File: src/design/crc_rx_pkg.sv
// Shared types, constants and codes of the framed packet receiver.
// Has no dependencies; every other design file imports it.
package crc_rx_pkg;

  localparam int MAX_PAYLOAD = 32;
  localparam int IDX_W       = (MAX_PAYLOAD > 1) ? $clog2(MAX_PAYLOAD) : 1;
  localparam int LEN_W       = 6;
  localparam int CFG_IDX_W   = 3;
  localparam int CFG_DATA_W  = 16;
  localparam int IN_DATA_W   = 8;
  localparam int OUT_DATA_W  = 40;

  localparam logic [15:0] CRC_POLY    = 16'hA001;
  localparam logic [15:0] CRC_INIT    = 16'hFFFF;
  localparam logic [15:0] TIMEOUT_RST = 16'd100;
  localparam logic [7:0]  HDR1_RST    = 8'hAA;
  localparam logic [7:0]  HDR2_RST    = 8'h55;
  localparam logic [7:0]  DEV_RST     = 8'h01;
  localparam logic [7:0]  BCAST_RST   = 8'hFF;

  localparam logic [CFG_IDX_W-1:0] CFG_ENABLE  = 3'd0;
  localparam logic [CFG_IDX_W-1:0] CFG_HDR1    = 3'd1;
  localparam logic [CFG_IDX_W-1:0] CFG_HDR2    = 3'd2;
  localparam logic [CFG_IDX_W-1:0] CFG_DEV     = 3'd3;
  localparam logic [CFG_IDX_W-1:0] CFG_BCAST   = 3'd4;
  localparam logic [CFG_IDX_W-1:0] CFG_TIMEOUT = 3'd5;

  localparam logic REQ_BYTE = 1'b0;
  localparam logic REQ_TICK = 1'b1;

  localparam logic ERR_LENGTH = 1'b0;
  localparam logic ERR_CRC    = 1'b1;

  typedef enum logic [1:0] {
    KIND_STATUS  = 2'd0,
    KIND_PAYLOAD = 2'd1,
    KIND_ERROR   = 2'd2
  } kind_t;

  // Controller to datapath
  typedef struct packed {
    logic step;      // process the accepted input item
    logic show_err;  // present the pending error result
    logic start;     // begin payload emission at entry zero
    logic advance;   // move to the next payload entry
  } ctrl_cmd_t;

  // Datapath to controller
  typedef struct packed {
    logic err_pend;
    logic emit_pend;
    logic last;      // result now presented is the final one of its input
  } dp_sts_t;

endpackage

File: src/design/crc_rx_dp.sv
// Datapath of the framed packet receiver: config registers, byte parser,
// CRC-16 unit, payload memory and result fields. Imports crc_rx_pkg.
module crc_rx_dp
  import crc_rx_pkg::*;
(
  input  logic                  clk,
  input  logic                  rst_n,
  input  logic                  cfg_we,
  input  logic [CFG_IDX_W-1:0]  cfg_index,
  input  logic [CFG_DATA_W-1:0] cfg_wdata,
  input  logic                  in_req_type,
  input  logic [7:0]            in_rx_byte,
  input  ctrl_cmd_t             cmd,
  output dp_sts_t               sts,
  output kind_t                 out_kind,
  output logic [OUT_DATA_W-1:0] out_data
);

  typedef enum logic [8:0] {
    PH_HDR1  = 9'b000000001,
    PH_HDR2  = 9'b000000010,
    PH_ADDR  = 9'b000000100,
    PH_CMD   = 9'b000001000,
    PH_LENLO = 9'b000010000,
    PH_LENHI = 9'b000100000,
    PH_DATA  = 9'b001000000,
    PH_CRCLO = 9'b010000000,
    PH_CRCHI = 9'b100000000
  } phase_t;

  function automatic logic [15:0] crc_byte(input logic [15:0] crc_in, input logic [7:0] b);
    logic [15:0] c;
    c = crc_in ^ {8'd0, b};
    for (int i = 0; i < 8; i++) begin
      c = c[0] ? ((c >> 1) ^ CRC_POLY) : (c >> 1);
    end
    return c;
  endfunction

  // configuration
  logic        enable_r;
  logic [7:0]  hdr1_r, hdr2_r, dev_r, bcast_r;
  logic [15:0] tmo_r;

  // parser state
  phase_t      phase_r, phase_nxt;
  logic [7:0]  addr_r, addr_nxt;
  logic [7:0]  cmd_r, cmd_nxt;
  logic [15:0] len_r, len_nxt;
  logic [LEN_W-1:0] cnt_r, cnt_nxt;
  logic [15:0] crc_r, crc_nxt;
  logic [7:0]  crc_lo_r, crc_lo_nxt;
  logic [15:0] idle_r, idle_nxt;

  // result side
  kind_t            kind_r;
  logic             cons_r, code_r;
  logic             pend_err_r, pend_code_r, pend_emit_r;
  logic [IDX_W-1:0] idx_r;
  logic [7:0]       rd_data_r;
  logic [7:0]       mem [MAX_PAYLOAD];

  logic        cons, perr, pcode, pemit, mem_we;
  logic [15:0] crc_upd, idle_sat, len_full;
  logic [LEN_W-1:0] cnt_inc;
  logic        rep_err;

  assign crc_upd  = crc_byte((phase_r == PH_ADDR) ? CRC_INIT : crc_r, in_rx_byte);
  assign idle_sat = (idle_r != 16'hFFFF) ? idle_r + 16'd1 : idle_r;
  assign len_full = {in_rx_byte, len_r[7:0]};
  assign cnt_inc  = cnt_r + LEN_W'(1);
  assign rep_err  = (addr_r == dev_r) && (addr_r != bcast_r);

  always_comb begin
    phase_nxt  = phase_r;
    addr_nxt   = addr_r;
    cmd_nxt    = cmd_r;
    len_nxt    = len_r;
    cnt_nxt    = cnt_r;
    crc_nxt    = crc_r;
    crc_lo_nxt = crc_lo_r;
    idle_nxt   = idle_r;
    cons       = 1'b1;
    perr       = 1'b0;
    pcode      = ERR_LENGTH;
    pemit      = 1'b0;
    mem_we     = 1'b0;
    if (in_req_type == REQ_TICK) begin
      idle_nxt = idle_sat;
      if (phase_r != PH_HDR1 && idle_sat > tmo_r) begin
        phase_nxt = PH_HDR1; cnt_nxt = '0; crc_nxt = CRC_INIT; crc_lo_nxt = '0;
      end
    end else if (!enable_r) begin
      cons = 1'b0;
    end else begin
      if (phase_r != PH_HDR1) idle_nxt = '0;
      case (phase_r)
        PH_HDR1: begin
          if (in_rx_byte == hdr1_r) begin
            phase_nxt = PH_HDR2;
            idle_nxt  = '0;
          end else begin
            cons = 1'b0;
          end
        end
        PH_HDR2: begin
          if (in_rx_byte == hdr2_r) begin
            phase_nxt = PH_ADDR;
          end else begin
            cnt_nxt = '0; crc_nxt = CRC_INIT; crc_lo_nxt = '0;
            if (in_rx_byte == hdr1_r) begin
              phase_nxt = PH_HDR2;
            end else begin
              phase_nxt = PH_HDR1;
              cons      = 1'b0;
            end
          end
        end
        PH_ADDR: begin
          addr_nxt = in_rx_byte; crc_nxt = crc_upd; phase_nxt = PH_CMD;
        end
        PH_CMD: begin
          cmd_nxt = in_rx_byte; crc_nxt = crc_upd; phase_nxt = PH_LENLO;
        end
        PH_LENLO: begin
          len_nxt = {8'd0, in_rx_byte}; crc_nxt = crc_upd; phase_nxt = PH_LENHI;
        end
        PH_LENHI: begin
          len_nxt = len_full;
          crc_nxt = crc_upd;
          if (len_full > 16'(MAX_PAYLOAD)) begin
            if (rep_err) begin
              perr  = 1'b1;
              pcode = ERR_LENGTH;
            end
            phase_nxt = PH_HDR1; cnt_nxt = '0; crc_nxt = CRC_INIT; crc_lo_nxt = '0;
          end else if (len_full == 16'd0) begin
            phase_nxt = PH_CRCLO;
          end else begin
            cnt_nxt   = '0;
            phase_nxt = PH_DATA;
          end
        end
        PH_DATA: begin
          mem_we  = (cnt_r < LEN_W'(MAX_PAYLOAD));
          cnt_nxt = cnt_inc;
          crc_nxt = crc_upd;
          if (16'(cnt_inc) >= len_r) phase_nxt = PH_CRCLO;
        end
        PH_CRCLO: begin
          crc_lo_nxt = in_rx_byte; phase_nxt = PH_CRCHI;
        end
        PH_CRCHI: begin
          if ({in_rx_byte, crc_lo_r} == crc_r) begin
            pemit = (addr_r == dev_r) || (addr_r == bcast_r);
          end else if (rep_err) begin
            perr  = 1'b1;
            pcode = ERR_CRC;
          end
          phase_nxt = PH_HDR1; cnt_nxt = '0; crc_nxt = CRC_INIT; crc_lo_nxt = '0;
        end
        default: begin
          phase_nxt = PH_HDR1; cnt_nxt = '0; crc_nxt = CRC_INIT; crc_lo_nxt = '0;
        end
      endcase
    end
  end

  always_ff @(posedge clk) begin
    if (!rst_n) begin
      enable_r <= 1'b0;
      hdr1_r   <= HDR1_RST;
      hdr2_r   <= HDR2_RST;
      dev_r    <= DEV_RST;
      bcast_r  <= BCAST_RST;
      tmo_r    <= TIMEOUT_RST;
    end else if (cfg_we) begin
      case (cfg_index)
        CFG_ENABLE:  enable_r <= cfg_wdata[0];
        CFG_HDR1:    hdr1_r   <= cfg_wdata[7:0];
        CFG_HDR2:    hdr2_r   <= cfg_wdata[7:0];
        CFG_DEV:     dev_r    <= cfg_wdata[7:0];
        CFG_BCAST:   bcast_r  <= cfg_wdata[7:0];
        CFG_TIMEOUT: tmo_r    <= cfg_wdata;
        default: ;
      endcase
    end
  end

  always_ff @(posedge clk) begin
    if (!rst_n) begin
      phase_r     <= PH_HDR1;
      addr_r      <= '0;
      cmd_r       <= '0;
      len_r       <= '0;
      cnt_r       <= '0;
      crc_r       <= CRC_INIT;
      crc_lo_r    <= '0;
      idle_r      <= '0;
      kind_r      <= KIND_STATUS;
      cons_r      <= 1'b0;
      code_r      <= ERR_LENGTH;
      pend_err_r  <= 1'b0;
      pend_code_r <= ERR_LENGTH;
      pend_emit_r <= 1'b0;
      idx_r       <= '0;
    end else begin
      if (cmd.step) begin
        phase_r  <= phase_nxt;
        addr_r   <= addr_nxt;
        cmd_r    <= cmd_nxt;
        len_r    <= len_nxt;
        cnt_r    <= cnt_nxt;
        crc_r    <= crc_nxt;
        crc_lo_r <= crc_lo_nxt;
        idle_r   <= idle_nxt;
        if (in_req_type == REQ_BYTE) begin
          kind_r      <= KIND_STATUS;
          cons_r      <= cons;
          pend_err_r  <= perr;
          pend_code_r <= pcode;
          pend_emit_r <= pemit;
        end
      end
      if (cmd.show_err) begin
        kind_r <= KIND_ERROR;
        code_r <= pend_code_r;
      end
      if (cmd.start) begin
        kind_r <= KIND_PAYLOAD;
        idx_r  <= '0;
      end
      if (cmd.advance) idx_r <= idx_r + IDX_W'(1);
    end
  end

  // payload memory: one write port, one registered read port
  always_ff @(posedge clk) begin
    if (cmd.step && in_req_type == REQ_BYTE && mem_we) mem[cnt_r[IDX_W-1:0]] <= in_rx_byte;
    rd_data_r <= mem[idx_r];
  end

  logic [LEN_W-1:0] emit_len;
  logic             empty;
  assign emit_len = len_r[LEN_W-1:0];
  assign empty    = (emit_len == '0);

  always_comb begin
    sts.err_pend  = pend_err_r;
    sts.emit_pend = pend_emit_r;
    case (kind_r)
      KIND_STATUS:  sts.last = !(pend_err_r || pend_emit_r);
      KIND_PAYLOAD: sts.last = empty || ((LEN_W'(idx_r) + LEN_W'(1)) == emit_len);
      default:      sts.last = 1'b1;
    endcase
  end

  // tdata from bit 0 up: consumed, address, command, length, data, valid, error code
  always_comb begin
    out_data = '0;
    case (kind_r)
      KIND_STATUS: out_data[0] = cons_r;
      KIND_PAYLOAD: begin
        out_data[8:1]   = addr_r;
        out_data[16:9]  = cmd_r;
        out_data[22:17] = emit_len;
        out_data[30:23] = empty ? 8'd0 : rd_data_r;
        out_data[31]    = !empty;
      end
      KIND_ERROR: begin
        out_data[16:9] = cmd_r;
        out_data[32]   = code_r;
      end
      default: ;
    endcase
  end

  assign out_kind = kind_r;

endmodule

File: src/design/crc_rx_ctrl.sv
// Handshake sequencer of the framed packet receiver.
// Drives datapath commands from crc_rx_pkg; reads datapath status.
module crc_rx_ctrl
  import crc_rx_pkg::*;
(
  input  logic      clk,
  input  logic      rst_n,
  input  logic      in_tvalid,
  input  logic      in_req_type,
  input  logic      out_tready,
  input  dp_sts_t   sts,
  output logic      in_tready,
  output logic      out_tvalid,
  output ctrl_cmd_t cmd
);

  typedef enum logic [3:0] {
    S_IDLE = 4'b0001,
    S_STAT = 4'b0010,
    S_RD   = 4'b0100,
    S_EMIT = 4'b1000
  } state_t;

  state_t state_r, state_nxt;

  always_comb begin
    state_nxt = state_r;
    cmd       = '0;
    case (state_r)
      S_IDLE: begin
        if (in_tvalid) begin
          cmd.step = 1'b1;
          if (in_req_type == REQ_BYTE) state_nxt = S_STAT;
        end
      end
      S_STAT: begin
        if (out_tready) begin
          if (sts.last) begin
            state_nxt = S_IDLE;
          end else if (sts.err_pend) begin
            cmd.show_err = 1'b1;
            state_nxt    = S_EMIT;
          end else begin
            cmd.start = 1'b1;
            state_nxt = S_RD;
          end
        end
      end
      S_RD: state_nxt = S_EMIT;
      S_EMIT: begin
        if (out_tready) begin
          if (sts.last) begin
            state_nxt = S_IDLE;
          end else begin
            cmd.advance = 1'b1;
            state_nxt   = S_RD;
          end
        end
      end
      default: state_nxt = S_IDLE;
    endcase
  end

  always_ff @(posedge clk) begin
    if (!rst_n) state_r <= S_IDLE;
    else        state_r <= state_nxt;
  end

  assign in_tready  = (state_r == S_IDLE);
  assign out_tvalid = (state_r == S_STAT) || (state_r == S_EMIT);

endmodule

File: src/design/crc_framed_packet_receiver_core.sv
// A byte transfer shows its status result in the cycle after the transfer; a tick gives
// no result and leaves the sequencer idle. The input is held off while the results of a
// byte are shown, also while out_tready is low; each payload result after the status is
// read from memory, then shown, and an error result is shown directly.
// Reset (rst_n low, synchronous): registers to defaults, receiver disabled, parser
// hunting for the header; the payload memory is not cleared.
module crc_framed_packet_receiver_core
  import crc_rx_pkg::*;
(
  input  logic                  clk,
  input  logic                  rst_n,
  // configuration write port
  input  logic                  cfg_we,
  input  logic [CFG_IDX_W-1:0]  cfg_index,
  input  logic [CFG_DATA_W-1:0] cfg_wdata,
  // input stream
  input  logic                  in_tvalid,
  output logic                  in_tready,
  input  logic [IN_DATA_W-1:0]  in_tdata,   // [7:0] rx_byte
  input  logic                  in_tuser,   // [0] req_type (1 = millisecond tick)
  // result stream
  output logic                  out_tvalid,
  input  logic                  out_tready,
  output logic [OUT_DATA_W-1:0] out_tdata,  // [0] consumed, [8:1] frame_address,
                                            // [16:9] frame_command, [22:17] payload_len,
                                            // [30:23] data_byte, [31] data_valid,
                                            // [32] fault_code, [39:33] zero
  output logic [1:0]            out_tuser,  // [1:0] kind
  output logic                  out_tlast   // last result caused by its input
);

  ctrl_cmd_t cmd;
  dp_sts_t   sts;
  kind_t     kind;

  // The sequencer owns the handshakes: it takes one item at a time in idle,
  // then holds the input off until every result of that item is transferred.
  crc_rx_ctrl u_ctrl (
    .clk         (clk),
    .rst_n       (rst_n),
    .in_tvalid   (in_tvalid),
    .in_req_type (in_tuser),
    .out_tready  (out_tready),
    .sts         (sts),
    .in_tready   (in_tready),
    .out_tvalid  (out_tvalid),
    .cmd         (cmd)
  );

  // The datapath parses the byte in the transfer cycle (CRC of one byte in one step),
  // keeps the payload in a small memory and composes the result fields from registers.
  crc_rx_dp u_dp (
    .clk         (clk),
    .rst_n       (rst_n),
    .cfg_we      (cfg_we),
    .cfg_index   (cfg_index),
    .cfg_wdata   (cfg_wdata),
    .in_req_type (in_tuser),
    .in_rx_byte  (in_tdata[7:0]),
    .cmd         (cmd),
    .sts         (sts),
    .out_kind    (kind),
    .out_data    (out_tdata)
  );

  assign out_tuser = kind;
  assign out_tlast = sts.last;

endmodule

File: config.mk
export PLATFORM = sky130hd
export DESIGN_NAME = crc_framed_packet_receiver_core
export DESIGN_NICKNAME = d
export VERILOG_FILES = /design/src/design/crc_rx_pkg.sv /design/src/design/crc_rx_dp.sv /design/src/design/crc_rx_ctrl.sv /design/src/design/crc_framed_packet_receiver_core.sv
export SDC_FILE = /design/constraint.sdc
export NUM_CORES = 1
export LEC_CHECK = 0
export ABC_AREA = 1
export BUFFER_PORTS_ARGS = -buffer_cell sky130_fd_sc_hd__buf_2
export CAP_MARGIN = 20
export CORE_MARGIN = 4
export CORE_UTILIZATION = 45
export DETAILED_ROUTE_END_ITERATION = 7
export PLACE_DENSITY_LB_ADDON = 0.15
export SLEW_MARGIN = 20
export SYNTH_ARGS = -nofsm -noshare
export SYNTH_HDL_FRONTEND = slang
export SYNTH_SLANG_ARGS = --single-unit
File: constraint.sdc
create_clock -name clk -period 6.2 [get_ports clk]
set_input_delay 0.93 -clock clk [delete_from_list [all_inputs] [get_ports clk]]
set_output_delay 0.93 -clock clk [all_outputs]
set_load 0.05 [all_outputs]
**Word-level counts from Yosys, hierarchy flattened**

Memory sizes are Yosys's and may differ from the RTL's. A register that Yosys moved wholly into a read port is not among the register bits.
Cells that the tools add are included.

- Memories kept: 1
- Input port bits: 33
- Output and inout bits: 45
- Memory bits (writable): 256
- Word-level logic and storage cells: 228
- Register bits after elaboration: 152

- Equal/unequal tests: 44
- Multiplexer cells: 95
- Bitwise gates (word level): 12
- Add/sub/neg operators: 4
- Reductions and logical operators: 44
- $lt $le $gt $ge: 4

Memory list:

| name | words | width | read ports | clocked after memory_dff | write ports | line | RTL |
|---|---|---|---|---|---|---|---|
| u_dp.mem | 32 | 8 | 1 | 1 | 1 | crc_rx_dp.sv:61 | `logic [7:0] mem [MAX_PAYLOAD];` |

Operator list:

| kind | count |
|---|---|
| $mux W16 | 20 |
| $mux W8 | 9 |
| $pmux W9 S8 | 1 |
| $pmux W16 S4 | 1 |
| $mux W9 | 7 |
| $mux W6 | 6 |
| $eq A8 B8 Y1 | 4 |
| $pmux W16 S2 | 1 |
| $pmux W8 S4 | 1 |
| $mux W1 | 27 |
| $mux W4 | 6 |
| $not A2 Y3 | 8 |
| $pmux W6 S4 | 1 |
| $reduce_and A2 Y1 | 10 |
| $add A16 B1 Y16 const B | 1 |
| $eq A16 B16 Y1 | 1 |
| $ge A6 B16 Y1 | 1 |
| $gt A16 B16 Y1 | 1 |
| $gt A16 B6 Y1 const B | 1 |
| $logic_not A16 Y1 | 1 |
| $ne A16 B16 Y1 const B | 1 |
| $pmux W4 S4 | 1 |
| $reduce_and A4 Y1 | 4 |
| $xor A16 B8 Y16 | 1 |
| other kinds (50) | 88 |

**Depth between registers and ports, before layout**

- Depth after elaboration: 23
- Depth in mapped cells: 25
- Mapped depth without buffers: 24

**Hierarchy**

From an unflattened synthesis, not the netlist that was laid out.

- Cells, all modules: 2011
- Area, all modules: 18799.3 um^2

By module, submodules not included:

| module | sequential area each (um^2) | instances | area an instance (um^2) | cells each |
|---|---|---|---|---|
| crc_rx_dp | 10810.4 | 1 | 18484.0 | 1953 |
| crc_rx_ctrl | 80.1 | 1 | 315.3 | 58 |

**Worst setup path before layout**

No wires, ideal clock.

- Path kind: flip-flop to flip-flop
- Start: register u_dp.idle_r[0]
- End: register u_dp.crc_r[4]
- Arrival: 3315 ps
- Clock period less this slack: 3432 ps
- Data required time: 6083 ps
- Slack: 2768 ps
- Buffers on the path: 1
- Setup time: 117 ps
- Cell stages (with the launch flop): 25
- Cell sequence: dfxtp_1 > ha_1 > nand3_2 > nor2_1 > nand2_1 > nor3_2 > nand4_2 > inv_2 > nor3_1 > nand2_1 > nor2_1 > xor2_1 > ha_1 > a21oi_1 > o21a_1 > o221a_2 > nand2_1 > nand3_1 > nand2_1 > nand2_1 > nor2_2 > nand2_2 > buf_2 > a21oi_1 > nand2_1

- Cells in the longest elaborated chain, start to end: 6
- Elaborated cells between the ends (all ways): 7
- Those cells by class: 1 x add/sub; 1 x order compare; 2 x eq/ne; 1 x mux; 2 x reduce/logical

RTL lines:

| what | line | RTL |
|---|---|---|
| from (decl) | crc_rx_dp.sv:53 | `logic [15:0] idle_r, idle_nxt;` |
| from (signal assigned) | crc_rx_dp.sv:216 | `idle_r <= idle_nxt;` |
| $add A16 B1 Y16 or $ne A16 B16 Y1 (tied branches) | crc_rx_dp.sv:69 | `assign idle_sat = (idle_r != 16'hFFFF) ? idle_r + 16'd1 : idle_r;` |
| $mux W16 * | crc_rx_dp.sv:69 |  |
| $gt A16 B16 Y1 * | crc_rx_dp.sv:90 | `if (phase_r != PH_HDR1 && idle_sat > tmo_r) begin` |
| $logic_and A1 B1 Y1 * | crc_rx_dp.sv:90 |  |
| $ne A2 B1 Y1 (no line) * | -- |  |
| $reduce_and A5 Y1 (no line) * | -- |  |
| to (signal assigned) | crc_rx_dp.sv:214 | `crc_r <= crc_nxt;` |
| to (decl) | crc_rx_dp.sv:51 | `logic [15:0] crc_r, crc_nxt;` |

Every way passes the cells marked *; elsewhere a longest branch is shown, timed or not.
A chain may end at the register's enable or synchronous reset.

**Worst setup path after layout**

- Start: register u_dp.idle_r[0]
- End: register u_dp.crc_r[13]

The elaborated chain is that of the path after synthesis.

==> out/results.tsv <==
metric	value	unit
CTS tree	built	
worst path bufs/invs	2	
post-CTS resize count	0	
register area share after synthesis	57.4	%
Post-route DRC	0	
relative slew slack	27.6	%
Worst-Skew Late Latency	0.58	ns
clock power share	42.8	%
Max FO, Critical Path	19	
critical path type	reg2reg	
multi-input combinational cell area	0.00694	mm²
sequential cell area	0.0109	mm²
first-pass GRT wire length	78900	µm
Top-Level Pins	78	
PD cells	271	mW/mm²
Synth Flop Type	edfxtp_1	
First DRT Iteration DRCs	1010	
antenna violations before repair	1	
clock buffer depth	3	
Fin. Hold Viols	0	
Worst path max stage delay	0.39	ns
final slew viol count	0	
cell family with most CP delay	simple AND/OR/NAND/NOR gates	
ANT nets after route	0	
htree depth	2	
Crit path top cell by count	nand2_1	
Gate power share	5.0	%
Final #Nets	2138	
Die ar.	0.0455	mm²
GR Util All Layers	22.2	%
ys async rst share	0	%
FF+latch count, synth	416	
root buf cell	clkbuf_16	
post-cts hold buffer count	0	
Clock Sinks	416	
largest net degree at the start of global routing	100	
postcts setup bufs	0	
Post-Place Cells	2560	
Ys Warns	0	
DRT Pass-1 Iters	5	
Cell Chain, Critical Path	ha_1, nand3_2, nor2_1, nand2_1, nor3_2, nand4_2, inv_2, nor3_1, nand2_1, nor2_1, xor2_1, ha_1, a21oi_1, o21a_1, o221a_2, nand2_1, nand3_1, nand2_1, nand2_1, nor2_2, nand2_2, inv_2, o21ai_0, nand3_1	
Avg Cell Area, Syn	9.32	µm²
Flop pwr share	52.2	%
endpoint class of the critical path	register	
Data arrival, critical path	4.69	ns
Initial Util	46.0	%
EDFF count, synth	256	
Tmin final	4.19	ns
final setup TNS	0	ns
RSZ-0062 raised after global routing	false	
Fillers	3831	
Final Skew	0.0217	ns
final wirelength	50600	µm
Die W	213	µm
Crit-path slowest cell	dfxtp_1	
count of cell types in the netlist	60	
P_leak	0.00803	µW
Worst-Margin Slew	1.09	ns
area delta synth->final	10.7	%
total core area	0.0413	mm²
post-DR wirelength/cell	19.2	µm
Mapped Cells	2037	
# diodes	0	
Die Ht	213	µm
total number of vias	14500	
min-delay worst type	reg2reg	
Num CTS Buffers	44	
Synth Cell Area	0.0190	mm²
Via density	5.49	
P_sw	1290	µW
max_cap viols	0	
maximum vdd drop	0.000176	V
GRT Residual Overflow	0	
Finished Layout Cells	2637	
Worst-path clk slew	0.06	ns
f_max	238	MHz
Cell Rows	74	
DP HPWL	32200	µm
Tcrit/Tclk final	67.6	%
Internal	4410	µW
layout cell share with drive strength beyond 1	10.8	%
gpl congestion	0.866	
vias in the first global route	13900	
CP Launch Type	register	
status	finished clean	
Req. time, crit path	6.69	ns
Final setup viols	0	
Sw Share	22.6	%
input/output buffers	70	
==> area by class of cell <==
class | count | share of cell area, %
Clock buffer | 65 | 5.86
Clock inverter | 12 | 0.399
Inverter | 192 | 3.45
Multi-Input combinational cell | 1333 | 33.0
Sequential cell | 416 | 51.8
Tap cell | 532 | 3.17
Timing Repair Buffer | 87 | 2.27
==> cells in the final DEF, fill, tap and decap left out, types with 31 or more instances in the layout <==
cell	instances
buf_2	70
a21oi_1	117
o221ai_1	39
o21ai_0	209
nand3_1	63
nand2_1	290
edfxtp_1	256
clkbuf_16	45
ha_1	31
dfxtp_1	158
inv_1	172
nor2_1	307
==> power by group through the flow <==
stage / combinational (µW) / sequential (µW) / clock, µW
after global placement: 279 / 3030 / 0
after global routing: 319 / 2980 / 2610
final: 284 / 2970 / 2440
after detailed placement: 284 / 3030 / 0
after CTS: 286 / 2970 / 2500
after floorplan: 185 / 3030 / 0
==> final timing paths <==
check                                            startpoint                           to  slack [ns]  depth (start not counted)
worst max-delay path            u_dp.idle_r[0]$_SDFFE_PN0P_  u_dp.crc_r[13]$_SDFFE_PN1P_        2.01                         24
worst min-delay path            u_dp.len_r[14]$_SDFFE_PN0P_  u_dp.len_r[14]$_SDFFE_PN0P_        0.46                          2
worst max register to register  u_dp.idle_r[0]$_SDFFE_PN0P_  u_dp.crc_r[13]$_SDFFE_PN1P_        2.01                         24
worst min register to register  u_dp.len_r[14]$_SDFFE_PN0P_  u_dp.len_r[14]$_SDFFE_PN0P_        0.46                          2
==> routing by layer <==
layer	up-vias	GRT usage, %	share of wire [%]
met5	-	0	0.024
met4	2	7.06	2.8
met3	93	3.53	5.8
met2	414	36.9	48
met1	6913	30.2	44
li1	7052	-	-
==> cells by family after synthesis <==
logic type	Yosys count	synth area share [%]
AND/OR/NAND/NOR	779	17.9
buffers and inverters	294	6.21
flip-flops	416	57.4
XOR/XNOR	50	2.35
other	1	0.0197
adder cells (fa/ha/maj)	31	2.04
AO/OA/AOI/OAI	466	14.1
==> synth_stat cells, types with 31 or more instances <==
master / instances / area, µm²
a21oi_1: 117 / 586
clkbuf_1: 72 / 270
dfxtp_1: 160 / 3200
edfxtp_1: 256 / 7690
ha_1: 31 / 388
inv_1: 174 / 653
nand2_1: 290 / 1090
nand3_1: 63 / 315
nor2_1: 308 / 1160
o21ai_0: 209 / 1050
o221ai_1: 39 / 342
==> flip-flops by register name (all words and copies together), names as in the netlist, 8 cells and up <==
| signal | cells |
|---|---|
| u_dp.mem | 256 |
| u_dp.len_r | 16 |
| u_dp.phase_r | 9 |
| u_dp.rd_data_r | 8 |
| u_dp.dev_r | 8 |
| u_dp.hdr1_r | 8 |
| u_dp.addr_r | 8 |
| u_dp.crc_lo_r | 8 |
| u_dp.cmd_r | 8 |
| u_dp.idle_r | 16 |
| u_dp.crc_r | 16 |
| u_dp.hdr2_r | 8 |
| u_dp.bcast_r | 8 |
| u_dp.tmo_r | 16 |
==> per-stage QoR <==
step           worst slack [ns]  utilization (%)  hold WS, ns  cell area [µm²]  total power, µW
4_1_cts                    1.96             50.9        0.461            21000             5760
3_5_place_dp               1.99             47.7        0.452            19700             3320
2_1_floorplan              2.77                -        0.424            19000             3210
5_1_grt                    1.50             50.9        0.478            21000             5910
6_report                   2.01             50.9        0.462            21000             5700
3_3_place_gp               2.09             47.7        0.443            19700             3310
==> tightest hold or removal path, cell delays in order (launching register included) <==
cell and delay [ns]:
dfxtp_1 0.30, nand2_1 0.06, a21oi_1 0.05
No activity file was read; power rests on OpenSTA's default activity.
